File: config.mk
export PLATFORM = sky130hd
export DESIGN_NAME = utf8_to_utf16_stream_converter_unit
export DESIGN_NICKNAME = d
export VERILOG_FILES = /design/src/design/u2u_pkg.sv /design/src/design/utf8_to_utf16_stream_converter_unit.sv /design/src/design/u2u_core.sv /design/src/design/u2u_out_buffer.sv
export SDC_FILE = /design/constraint.sdc
export NUM_CORES = 1
export LEC_CHECK = 0
export BUFFER_PORTS_ARGS = -buffer_cell sky130_fd_sc_hd__buf_2
export CELL_PAD_IN_SITES_DETAIL_PLACEMENT = 0
export CELL_PAD_IN_SITES_GLOBAL_PLACEMENT = 1
export CORE_ASPECT_RATIO = 1.75
export CORE_MARGIN = 10
export CORE_UTILIZATION = 48
export DETAILED_ROUTE_END_ITERATION = 10
export PLACE_DENSITY_LB_ADDON = 0.1
export SYNTH_ARGS = -nofsm -noshare
export SYNTH_HDL_FRONTEND = slang
export SYNTH_SLANG_ARGS = --single-unit
File: constraint.sdc
create_clock -name clk -period 4.9 [get_ports clk]
set_clock_uncertainty 0.05 [all_clocks]
set_input_delay 1.225 -clock clk [delete_from_list [all_inputs] [get_ports clk]]
set_output_delay 1.225 -clock clk [all_outputs]
set_load 0.01 [all_outputs]
File: src/design/u2u_pkg.sv
package u2u_pkg;

    // Configuration register indexes
    localparam logic CFG_SOURCE_FORMAT  = 1'b0;
    localparam logic CFG_OUT_BIG_ENDIAN = 1'b1;

    // Source format codes
    localparam logic [1:0] FMT_UTF8    = 2'd0;
    localparam logic [1:0] FMT_UTF16BE = 2'd1;
    localparam logic [1:0] FMT_UTF16LE = 2'd2;

    // UTF-8 lead byte tags
    localparam logic [2:0] LEAD2_TAG = 3'b110;
    localparam logic [3:0] LEAD3_TAG = 4'b1110;
    localparam logic [4:0] LEAD4_TAG = 5'b11110;

    // Surrogate constants
    localparam logic [20:0] SUPP_BASE  = 21'h010000;
    localparam logic [20:0] BMP_MAX    = 21'h00FFFF;
    localparam logic [15:0] HIGH_SURR  = 16'hD800;
    localparam logic [15:0] LOW_SURR   = 16'hDC00;

    // Result bytes caused by one input byte
    typedef struct packed {
        logic            has_res;
        logic [1:0]      last_idx;
        logic            bad;
        logic [3:0][7:0] data;
    } res_bundle_t;

endpackage

File: src/design/utf8_to_utf16_stream_converter_unit.sv
// Channel   Handshake               Payload
// in        in_valid / in_stall     in_byte
// out       out_valid / out_stall   out_byte, run_last, bad_lead
// cfg       cfg_we                  cfg_index, cfg_data
//
// An input byte is registered, decoded in the next cycle and its results are
// loaded into a bundle register that sends one byte per cycle unless out_stall.
// A byte without results overlaps the output drain; a byte with results waits
// for the serializer, which sends two bytes per ASCII byte or UTF-16 pair and
// four per surrogate pair. Results pass the input, then the bundle register.
// rst_n clears handshake state, configuration and sequence state.
// out_stall holds the current result byte and backs up into in_stall.
module utf8_to_utf16_stream_converter_unit
    import u2u_pkg::*;
(
    input  logic       clk,
    input  logic       rst_n,
    input  logic       cfg_we,
    input  logic       cfg_index,
    input  logic [1:0] cfg_data,
    input  logic       in_valid,
    output logic       in_stall,
    input  logic [7:0] in_byte,
    output logic       out_valid,
    input  logic       out_stall,
    output logic [7:0] out_byte,
    output logic       run_last,
    output logic       bad_lead
);

    logic        in_vld_reg;
    logic [7:0]  in_byte_reg;
    logic        advance;
    logic        bund_free;
    res_bundle_t bundle;

    assign in_stall = in_vld_reg && !advance;

    // Hold the input byte payload
    always_ff @(posedge clk)
    begin
        if (in_valid && !in_stall)
        begin
            in_byte_reg <= in_byte;
        end
    end

    // Track the input register occupancy
    always_ff @(posedge clk or negedge rst_n)
    begin
        if (!rst_n)
        begin
            in_vld_reg <= 1'b0;
        end
        else if (!in_stall)
        begin
            in_vld_reg <= in_valid;
        end
    end

    u2u_core u_core (
        .clk        (clk),
        .rst_n      (rst_n),
        .cfg_we     (cfg_we),
        .cfg_index  (cfg_index),
        .cfg_data   (cfg_data),
        .item_valid (in_vld_reg),
        .item_byte  (in_byte_reg),
        .bund_free  (bund_free),
        .advance    (advance),
        .bundle     (bundle)
    );

    u2u_out_buffer u_out (
        .clk       (clk),
        .rst_n     (rst_n),
        .load      (advance && bundle.has_res),
        .bundle    (bundle),
        .bund_free (bund_free),
        .out_valid (out_valid),
        .out_stall (out_stall),
        .out_byte  (out_byte),
        .run_last  (run_last),
        .bad_lead  (bad_lead)
    );

endmodule

File: src/design/u2u_core.sv
module u2u_core
    import u2u_pkg::*;
(
    input  logic        clk,
    input  logic        rst_n,
    input  logic        cfg_we,
    input  logic        cfg_index,
    input  logic [1:0]  cfg_data,
    input  logic        item_valid,
    input  logic [7:0]  item_byte,
    input  logic        bund_free,
    output logic        advance,
    output res_bundle_t bundle
);

    logic [1:0]  fmt_reg;
    logic        big_reg;
    logic [1:0]  bytes_left_reg, bytes_left_next;
    logic [20:0] acc_reg, acc_next;
    logic        half_reg, half_next;
    logic [20:0] acc_shift;

    // Order the two bytes of one code unit, element 0 goes out first
    function automatic logic [1:0][7:0] unit_order(input logic [15:0] unit, input logic big);
        logic [1:0][7:0] r;
        if (big)
        begin
            r[0] = unit[15:8];
            r[1] = unit[7:0];
        end
        else
        begin
            r[0] = unit[7:0];
            r[1] = unit[15:8];
        end
        return r;
    endfunction

    // Turn a code point into one unit or a surrogate pair
    function automatic res_bundle_t emit_code(input logic [20:0] code, input logic big);
        logic [20:0] v;
        logic [15:0] hi_u;
        logic [15:0] lo_u;
        res_bundle_t r;
        r = '0;
        r.has_res = 1'b1;
        if (code > BMP_MAX)
        begin
            v = code - SUPP_BASE;
            hi_u = {5'b0, v[20:10]} + HIGH_SURR;
            lo_u = {6'b0, v[9:0]} + LOW_SURR;
            r.last_idx = 2'd3;
            r.data[1:0] = unit_order(hi_u, big);
            r.data[3:2] = unit_order(lo_u, big);
        end
        else
        begin
            r.last_idx = 2'd1;
            r.data[1:0] = unit_order(code[15:0], big);
        end
        return r;
    endfunction

    assign acc_shift = {acc_reg[14:0], item_byte[5:0]};

    // Decode one byte against the sequence state
    always_comb
    begin
        bundle          = '0;
        bytes_left_next = bytes_left_reg;
        acc_next        = acc_reg;
        half_next       = half_reg;
        case (fmt_reg)
            FMT_UTF16BE, FMT_UTF16LE:
            begin
                if (!half_reg)
                begin
                    acc_next  = {13'b0, item_byte};
                    half_next = 1'b1;
                end
                else
                begin
                    half_next       = 1'b0;
                    acc_next        = '0;
                    bundle.has_res  = 1'b1;
                    bundle.last_idx = 2'd1;
                    if ((fmt_reg == FMT_UTF16BE) == big_reg)
                    begin
                        bundle.data[0] = acc_reg[7:0];
                        bundle.data[1] = item_byte;
                    end
                    else
                    begin
                        bundle.data[0] = item_byte;
                        bundle.data[1] = acc_reg[7:0];
                    end
                end
            end
            default:
            begin
                if (bytes_left_reg == 2'd0)
                begin
                    if (!item_byte[7])
                    begin
                        bundle = emit_code({13'b0, item_byte}, big_reg);
                    end
                    else if (item_byte[7:5] == LEAD2_TAG)
                    begin
                        bytes_left_next = 2'd1;
                        acc_next        = {16'b0, item_byte[4:0]};
                    end
                    else if (item_byte[7:4] == LEAD3_TAG)
                    begin
                        bytes_left_next = 2'd2;
                        acc_next        = {17'b0, item_byte[3:0]};
                    end
                    else if (item_byte[7:3] == LEAD4_TAG)
                    begin
                        bytes_left_next = 2'd3;
                        acc_next        = {18'b0, item_byte[2:0]};
                    end
                    else
                    begin
                        // Bad lead: one flagged result, drop the sequence
                        bytes_left_next = 2'd0;
                        acc_next        = '0;
                        half_next       = 1'b0;
                        bundle.has_res  = 1'b1;
                        bundle.bad      = 1'b1;
                    end
                end
                else
                begin
                    bytes_left_next = bytes_left_reg - 2'd1;
                    if (bytes_left_reg == 2'd1)
                    begin
                        bundle   = emit_code(acc_shift, big_reg);
                        acc_next = '0;
                    end
                    else
                    begin
                        acc_next = acc_shift;
                    end
                end
            end
        endcase
    end

    assign advance = item_valid && (!bundle.has_res || bund_free);

    // Hold configuration and sequence state
    always_ff @(posedge clk or negedge rst_n)
    begin
        if (!rst_n)
        begin
            fmt_reg        <= FMT_UTF8;
            big_reg        <= 1'b0;
            bytes_left_reg <= '0;
            acc_reg        <= '0;
            half_reg       <= 1'b0;
        end
        else if (cfg_we && cfg_index == CFG_SOURCE_FORMAT)
        begin
            fmt_reg        <= cfg_data;
            bytes_left_reg <= '0;
            acc_reg        <= '0;
            half_reg       <= 1'b0;
        end
        else
        begin
            if (cfg_we && cfg_index == CFG_OUT_BIG_ENDIAN)
            begin
                big_reg <= cfg_data[0];
            end
            if (advance)
            begin
                bytes_left_reg <= bytes_left_next;
                acc_reg        <= acc_next;
                half_reg       <= half_next;
            end
        end
    end

endmodule

File: src/design/u2u_out_buffer.sv
module u2u_out_buffer
    import u2u_pkg::*;
(
    input  logic        clk,
    input  logic        rst_n,
    input  logic        load,
    input  res_bundle_t bundle,
    output logic        bund_free,
    output logic        out_valid,
    input  logic        out_stall,
    output logic [7:0]  out_byte,
    output logic        run_last,
    output logic        bad_lead
);

    res_bundle_t bund_reg;
    logic        vld_reg;
    logic [1:0]  idx_reg;
    logic        last_now;

    assign last_now  = (idx_reg == bund_reg.last_idx);
    assign bund_free = !vld_reg || (!out_stall && last_now);
    assign out_valid = vld_reg;
    assign out_byte  = bund_reg.data[idx_reg];
    assign run_last  = last_now;
    assign bad_lead  = bund_reg.bad;

    // Capture the bundle payload
    always_ff @(posedge clk)
    begin
        if (load)
        begin
            bund_reg <= bundle;
        end
    end

    // Advance through the result bytes, one per accepted result byte
    always_ff @(posedge clk or negedge rst_n)
    begin
        if (!rst_n)
        begin
            vld_reg <= 1'b0;
            idx_reg <= '0;
        end
        else if (load)
        begin
            vld_reg <= 1'b1;
            idx_reg <= '0;
        end
        else if (vld_reg && !out_stall)
        begin
            if (last_now)
            begin
                vld_reg <= 1'b0;
            end
            else
            begin
                idx_reg <= idx_reg + 2'd1;
            end
        end
    end

endmodule

==> results.md, run 1 <==
* Status: complete, no violations
* Leak Pwr at 1.632 nW
* Worst-path fanout max at 15
* Multi-input logic area at 1720 sq um
* Die height at 137.8 um
* Hold_ws at 464.4 ps
* Reg clk slew, reported paths at 50 ps
* Seq/Total Area, Yosys at 50.33%
* Commonest non-fill, non-tap cell in the layout: edfxtp_1
* Layout fillers at 694
* CTS root buf: clkbuf_16
* P&R area growth vs syn at 11.10%
* Clock share of power at 25.8%
* CTS resizes at 0
* Commonest cells after routing, fill and taps aside: 43 x edfxtp_1, 42 x nand2_1, 27 x buf_2
* Cell count after synthesis at 350
* Vias at 2867
* DRT antenna net count at 0
* Antenna diodes at 0
* Register Area at 1917 sq um
* CP peak stage delay at 940 ps
* Seq cells post-synth at 68
* Die ar. at 12040 sq um
* Pwr dens at 541.1 nW/um^2
* Crit path capture type: output port
* VDD IR-drop max at 0.3102 mV
* CTS buffer count at 9
* Hold Violations, Final at 0
* Drt pass-1 iters at 5
* Max-slew violations at 0
* H-tree depth at 3
* Reg-to-reg critical path startpoint: u_core.fmt_reg[0]$_DFFE_PN0P_
* Max FFs per register at 34
* Ys async rst share at 36.76%
* Crit-path leading delay family: compound AO/OA/AOI/OAI gates
* Initial Utilization at 49.64%
* Detailed Route Iter0 Violations at 181
* Reg-to-Reg End: u_out.bund_reg[2]$_DFFE_PP_
* First-pass GRT wire length at 15.20 mm
* IO Pins at 28
* Critical path, cell by cell: inv_1 -> ha_1 -> nand2b_1 -> o41ai_1 -> nand3_1 -> inv_1 -> buf_2
* Layout cells sized above 1 at 15.49%
* MaxCap Viol Count at 0
* Most frequent cell on the critical path: inv_1
* Internal at 1.476 mW
* Final min period at 4118 ps
* Clk Latency, worst-skew pair at 340 ps
* Reg power frac at 41.7%
* # setup viols final at 0
* Pin count of the biggest net entering global routing at 35
* CP bufs+invs at 3
* Grt ovf at 0
* Cell variety after synth at 60
* Die W at 87.34 um
* Crit path arrival time at 2840 ps
* R2R cell count at 7
* # rows at 42
* Worst path depth at 7
* DP Area at 3958 sq um
* Worst slew margin at 30.88%
* RSZ-0062 raised after global routing: false
* DRC at 0
* P_sw at 814.0 uW
* Layout Nets at 382
* Worst Setup Start Kind: register
* Mapped cell area at 3809 sq um
* WL per Instance at 19.97 um
* Comb power frac at 32.5%
* Setup crit start: u_core.fmt_reg[0]$_DFFE_PN0P_
* Tightest Pin Transition at 1023 ps
* Syn Area/Cell at 10.88 sq um
* Vias in the first global route at 2975
* Core area at 7672 sq um
* R2r setup slk at 1690 ps
* Crit-path slowest cell: o41ai_1
* Port buffer count at 27
* Post-synth top flop: edfxtp_1
* Final wirelength at 9.105 mm
* Fmax at 0.2428 GHz
* Initial antenna violation count at 0
* Setup TNS at 0 ps
* CTS tree: built
* Switching Fraction at 35.55%
* # hold bufs at CTS at 0
* Syn. warnings at 0
* Worst Setup EP: in_stall
* Worst hold-check path type: reg -> reg
* Drt via density at 6.287
* Critical Path RT at 3620 ps
* Syn_nets at 369
* RePlAce Congestion at 0.8377
* Fin area at 4232 sq um
* Total Routing Usage GR at 16.13%
* Clock Path Buffers at 2
* Post-synth EDFFs at 43
* Final period util at 84.04%
* CTS sink cnt at 68
* Detailed Place HPWL at 6.686 mm
* Setup CP Type: reg -> out
* Post-CTS setup buffer count at 0
per-layer routing:
layer | GRT usage, % | vias up | wire length (um)
li1 | - | 1357 | -
met5 | 0 | - | 0
met3 | 3.489 | 12 | 384
met2 | 28.13 | 79 | 4830
met1 | 17.83 | 1419 | 3691
met4 | 7.918 | 0 | 199
synthesized netlist by cell type (2+ instances only):
cell type	number	area share, %
o21ai_0	11	1.4
o22ai_1	3	0.49
or4b_2	2	0.53
nand4_1	4	0.66
dfrtp_1	25	16
buf_2	6	0.79
a21o_1	2	0.39
o311ai_0	2	0.46
nor2_1	19	1.9
o2111ai_1	2	0.46
nor3_1	4	0.53
a22oi_1	13	2.6
mux4_2	8	4.7
o211ai_1	5	0.99
edfxtp_1	43	34
o21a_1	2	0.39
clkbuf_1	18	1.8
nand2b_1	7	1.1
a21oi_1	19	2.5
nand2_1	42	4.1
mux2_2	2	0.59
nand3_1	7	0.92
xnor2_1	5	1.1
ha_1	3	0.99
a21boi_0	2	0.39
nor3b_1	3	0.59
a221o_1	2	0.53
nor2b_1	2	0.33
a32o_1	4	1.1
and3_1	2	0.33
and3b_1	2	0.46
a22o_1	4	0.92
or3_1	3	0.49
o221ai_1	9	2.1
mux2i_1	23	6.0
inv_1	16	1.6
stage by stage:
step / total power, mW / setup slack, ps / std cells / utilization, %
after floorplan: 1.472 / 1316 / 350 / -
after global placement: 1.700 / 1256 / 440 / 51.58
after detailed placement: 1.712 / 1177 / 440 / 51.58
after CTS: 2.305 / 794.6 / 456 / 55.15
after global routing: 2.416 / 531.5 / 456 / 55.15
final: 2.290 / 782.0 / 456 / 55.15
cell families after synthesis:
group	count (synthesis)	synth area share, %
XOR/XNOR	6	1.380
AND/OR/NAND/NOR	104	13.44
flip-flops	68	50.33
buffers and inverters	43	4.566
adder cells (fa/ha/maj)	3	0.9857
multiplexers	34	11.96
AO/OA/AOI/OAI	92	17.35
final cells by class:
cell class,count,area share [%]
clock inverter,2,0.2070
clock buffer,14,6.268
tap,88,2.602
multi-input combinational,239,40.66
inverter,16,1.419
timing repair buffer,29,3.548
sequential,68,45.30
power by group through the flow:
stage	Combinational, mW	Sequential (mW)	Clock (mW)
floorplan	0.622	0.850	0
global placement	0.737	0.963	0
detailed placement	0.742	0.969	0
CTS	0.748	0.958	0.599
global route	0.815	0.979	0.623
finish	0.744	0.955	0.591
how the worst min path moves through the flow:
stage                                      startpoint                     endpoint  slack (ps)  cells after the start
after floorplan           u_core.half_reg$_DFFE_PN0P_  u_core.half_reg$_DFFE_PN0P_         480                      1
after global placement     u_core.big_reg$_DFFE_PN0P_   u_core.big_reg$_DFFE_PN0P_         440                      1
after CTS                  u_core.big_reg$_DFFE_PN0P_   u_core.big_reg$_DFFE_PN0P_         470                      1
after detailed placement   u_core.big_reg$_DFFE_PN0P_   u_core.big_reg$_DFFE_PN0P_         460                      1
final                      u_core.big_reg$_DFFE_PN0P_   u_core.big_reg$_DFFE_PN0P_         460                      1
after global routing       u_core.big_reg$_DFFE_PN0P_   u_core.big_reg$_DFFE_PN0P_         480                      1
No activity file was read; power rests on OpenSTA's default activity.
==> run 2: changes to the inputs <==
- CORE_UTILIZATION: 48 -> 44
- clock period: 4.9 -> 3.73 ns (I/O delays scaled with it)
==> run 2 against run 1 <==
Global-route usage is 1.3 points lower. Clock-buffer cell count is 2 lower. Worst hold slack better by 65 ps. Power is 35% higher. Critical path type unchanged. Critical endpoint unchanged.
==> results.md, run 2 (synthesis gave the netlist of run 1 again) <==
* Port buffer count at 27 (unchanged)
* Reg-to-reg critical path startpoint: u_core.fmt_reg[0]$_DFFE_PN0P_
* Initial Utilization at 45.51% (-4.1 points)
* Multi-input logic area at 1720 sq um (unchanged)
* Crit path arrival time at 2450 ps (-390 ps)
* IO Pins at 28 (unchanged)
* Crit-path leading delay family: compound AO/OA/AOI/OAI gates
* R2r setup slk at 940 ps (-750 ps)
* Critical Path RT at 2750 ps (-870 ps)
* Commonest non-fill, non-tap cell in the layout: edfxtp_1
* Final Util at 51.79% (-3.4 points)
* Total power at 3.085 mW (+35%)
* Critical path, cell by cell: inv_1 -> ha_1 -> nand2b_1 -> o41ai_1 -> nand3_1 -> inv_1 -> buf_2
* Leak Pwr at 1.673 nW (+2.5%)
* Worst-path fanout max at 6 (-9)
* # hold bufs at CTS at 0 (unchanged)
* First-pass GRT wire length at 15.19 mm (about the same)
* Total Routing Usage GR at 14.86% (-1.3 points)
* VDD IR-drop max at 0.3500 mV (+13%)
* Final period util at 91.96%
* Final wirelength at 9.431 mm (+3.6%)
* Register Area at 1917 sq um (unchanged)
* DRT antenna net count at 0 (unchanged)
* RSZ-0062 raised after global routing: false
* CTS sink cnt at 68 (unchanged)
* Max FFs per register at 34 (unchanged)
* H-tree depth at 3 (unchanged)
* Worst path depth at 7 (unchanged)
* Pin count of the biggest net entering global routing at 36 (+2.9%)
* DRC at 0 (unchanged)
* P&R area growth vs syn at 13.80%
* Tightest Pin Transition at 993.0 ps (-30.52 ps)
* Initial antenna violation count at 0 (unchanged)
* CP bufs+invs at 3 (unchanged)
* Antenna diodes at 0 (unchanged)
* Most frequent cell on the critical path: inv_1
* Hold_ws at 529.3 ps (+64.90 ps)
* # rows at 44 (+4.8%)
* Status: complete, no violations
* Worst Setup Start Kind: register
* CTS resizes at 0 (unchanged)
* Cell Count, Final, Fillers Out at 488 (+7.0%)
* Setup TNS at 0 ps (unchanged)
* Worst slew margin at 32.94% (+2.1 points)
* Detailed Route Iter0 Violations at 197 (+8.8%)
* CTS tree: built
* WL per Instance at 19.33 um (-3.2%)
* Post-CTS setup buffer count at 0 (unchanged)
* Vias in the first global route at 2885 (-3.0%)
* MaxCap Viol Count at 0 (unchanged)
* Layout fillers at 809 (+17%)
* Reg clk slew, reported paths at 50 ps (about the same)
* R2R cell count at 7 (unchanged)
* Dpl cells at 472 (+7.3%)
* Vias at 2882 (+0.52%)
* Die ar. at 12920 sq um (+7.4%)
* Drt pass-1 iters at 7 (+2)
* Commonest cells after routing, fill and taps aside: 43 x edfxtp_1, 42 x nand2_1, 27 x buf_2
* Core area at 8368 sq um (+9.1%)
* Crit path capture type: output port
* Die W at 90.33 um (+3.4%)
* Hold Violations, Final at 0 (unchanged)
* CTS root buf: clkbuf_16
* Worst Setup EP: in_stall
* Setup crit start: u_core.fmt_reg[0]$_DFFE_PN0P_
* Setup CP Type: reg -> out
* Grt ovf at 0 (unchanged)
* Fmax at 0.2915 GHz
* Pwr dens at 711.7 nW/um^2 (+32%)
* Detailed Place HPWL at 7.127 mm (+6.6%)
* Drt via density at 5.906 (-6.1%)
* Crit-path slowest cell: o41ai_1
* Max-slew violations at 0 (unchanged)
* CTS buffer count at 9 (unchanged)
* RePlAce Congestion at 0.8481 (+1.2%)
* Die height at 143.1 um (+3.8%)
* Final min period at 3430 ps
* CP peak stage delay at 900 ps (-40 ps)
* # setup viols final at 0 (unchanged)
* Layout cells sized above 1 at 17.96% (+2.5 points)
* Layout Nets at 387 (+1.3%)
* Clock Path Buffers at 2 (unchanged)
* Reg-to-Reg End: u_out.bund_reg[26]$_SDFFCE_PP0P_
* Clk Latency, worst-skew pair at 330 ps (about the same)
* Worst hold-check path type: reg -> reg
-- run 2: routing by layer --
layer	track usage, %	routed length [um]	part of all wire, %
met1	15.77	3713	39
met4	6.650	269	2.9
met5	0	0	0
met3	3.465	407	4.3
met2	27.30	5039	53
-- run 2: area by class of cell --
class	count	area share, %
Timing Repair Buffer	34	4.330
Tap cell	115	3.320
Sequential cell	68	44.23
Inverter	16	1.386
Clock inverter	4	0.6351
Clock buffer	12	6.409
Multi-Input combinational cell	239	39.69
-- run 2: stage by stage --
stage               setup WS, ps  area (sq um)
CTS                        307.0          4334
detailed placement         674.3          4029
finish                     300.0          4334
global route               108.7          4334
global placement           735.2          4029
floorplan                  146.2          3809
-- run 2: power by group --
| group | switching (mW) | internal, mW | total (mW) | leakage [nW] |
|---|---|---|---|---|
| registers | 0.231 | 1.02 | 1.25 | 0.731 |
| clock network | 0.310 | 0.528 | 0.838 | 0.151 |
| logic | 0.552 | 0.443 | 0.995 | 0.792 |
| total | 1.09 | 1.99 | 3.08 | 1.67 |
-- run 2: worst min-delay path by stage --
| stage | startpoint | end | slack [ps] | cells past startpoint |
|---|---|---|---|---|
| CTS | u_core.fmt_reg[1]$_DFFE_PN0P_ | u_core.fmt_reg[1]$_DFFE_PN0P_ | 530 | 2 |
| global placement | u_core.fmt_reg[1]$_DFFE_PN0P_ | u_core.fmt_reg[1]$_DFFE_PN0P_ | 510 | 2 |
| global route | u_core.fmt_reg[1]$_DFFE_PN0P_ | u_core.fmt_reg[1]$_DFFE_PN0P_ | 550 | 2 |
| detailed placement | u_core.fmt_reg[1]$_DFFE_PN0P_ | u_core.fmt_reg[1]$_DFFE_PN0P_ | 520 | 2 |
| floorplan | u_core.half_reg$_DFFE_PN0P_ | u_core.half_reg$_DFFE_PN0P_ | 480 | 1 |
| finish | u_core.fmt_reg[1]$_DFFE_PN0P_ | u_core.fmt_reg[1]$_DFFE_PN0P_ | 530 | 2 |
-- run 2: tightest hold or removal path, stage by stage, from the launching register on --
cell and delay, ps:
dfrtp_1 370, inv_1 70, o21ai_0 80
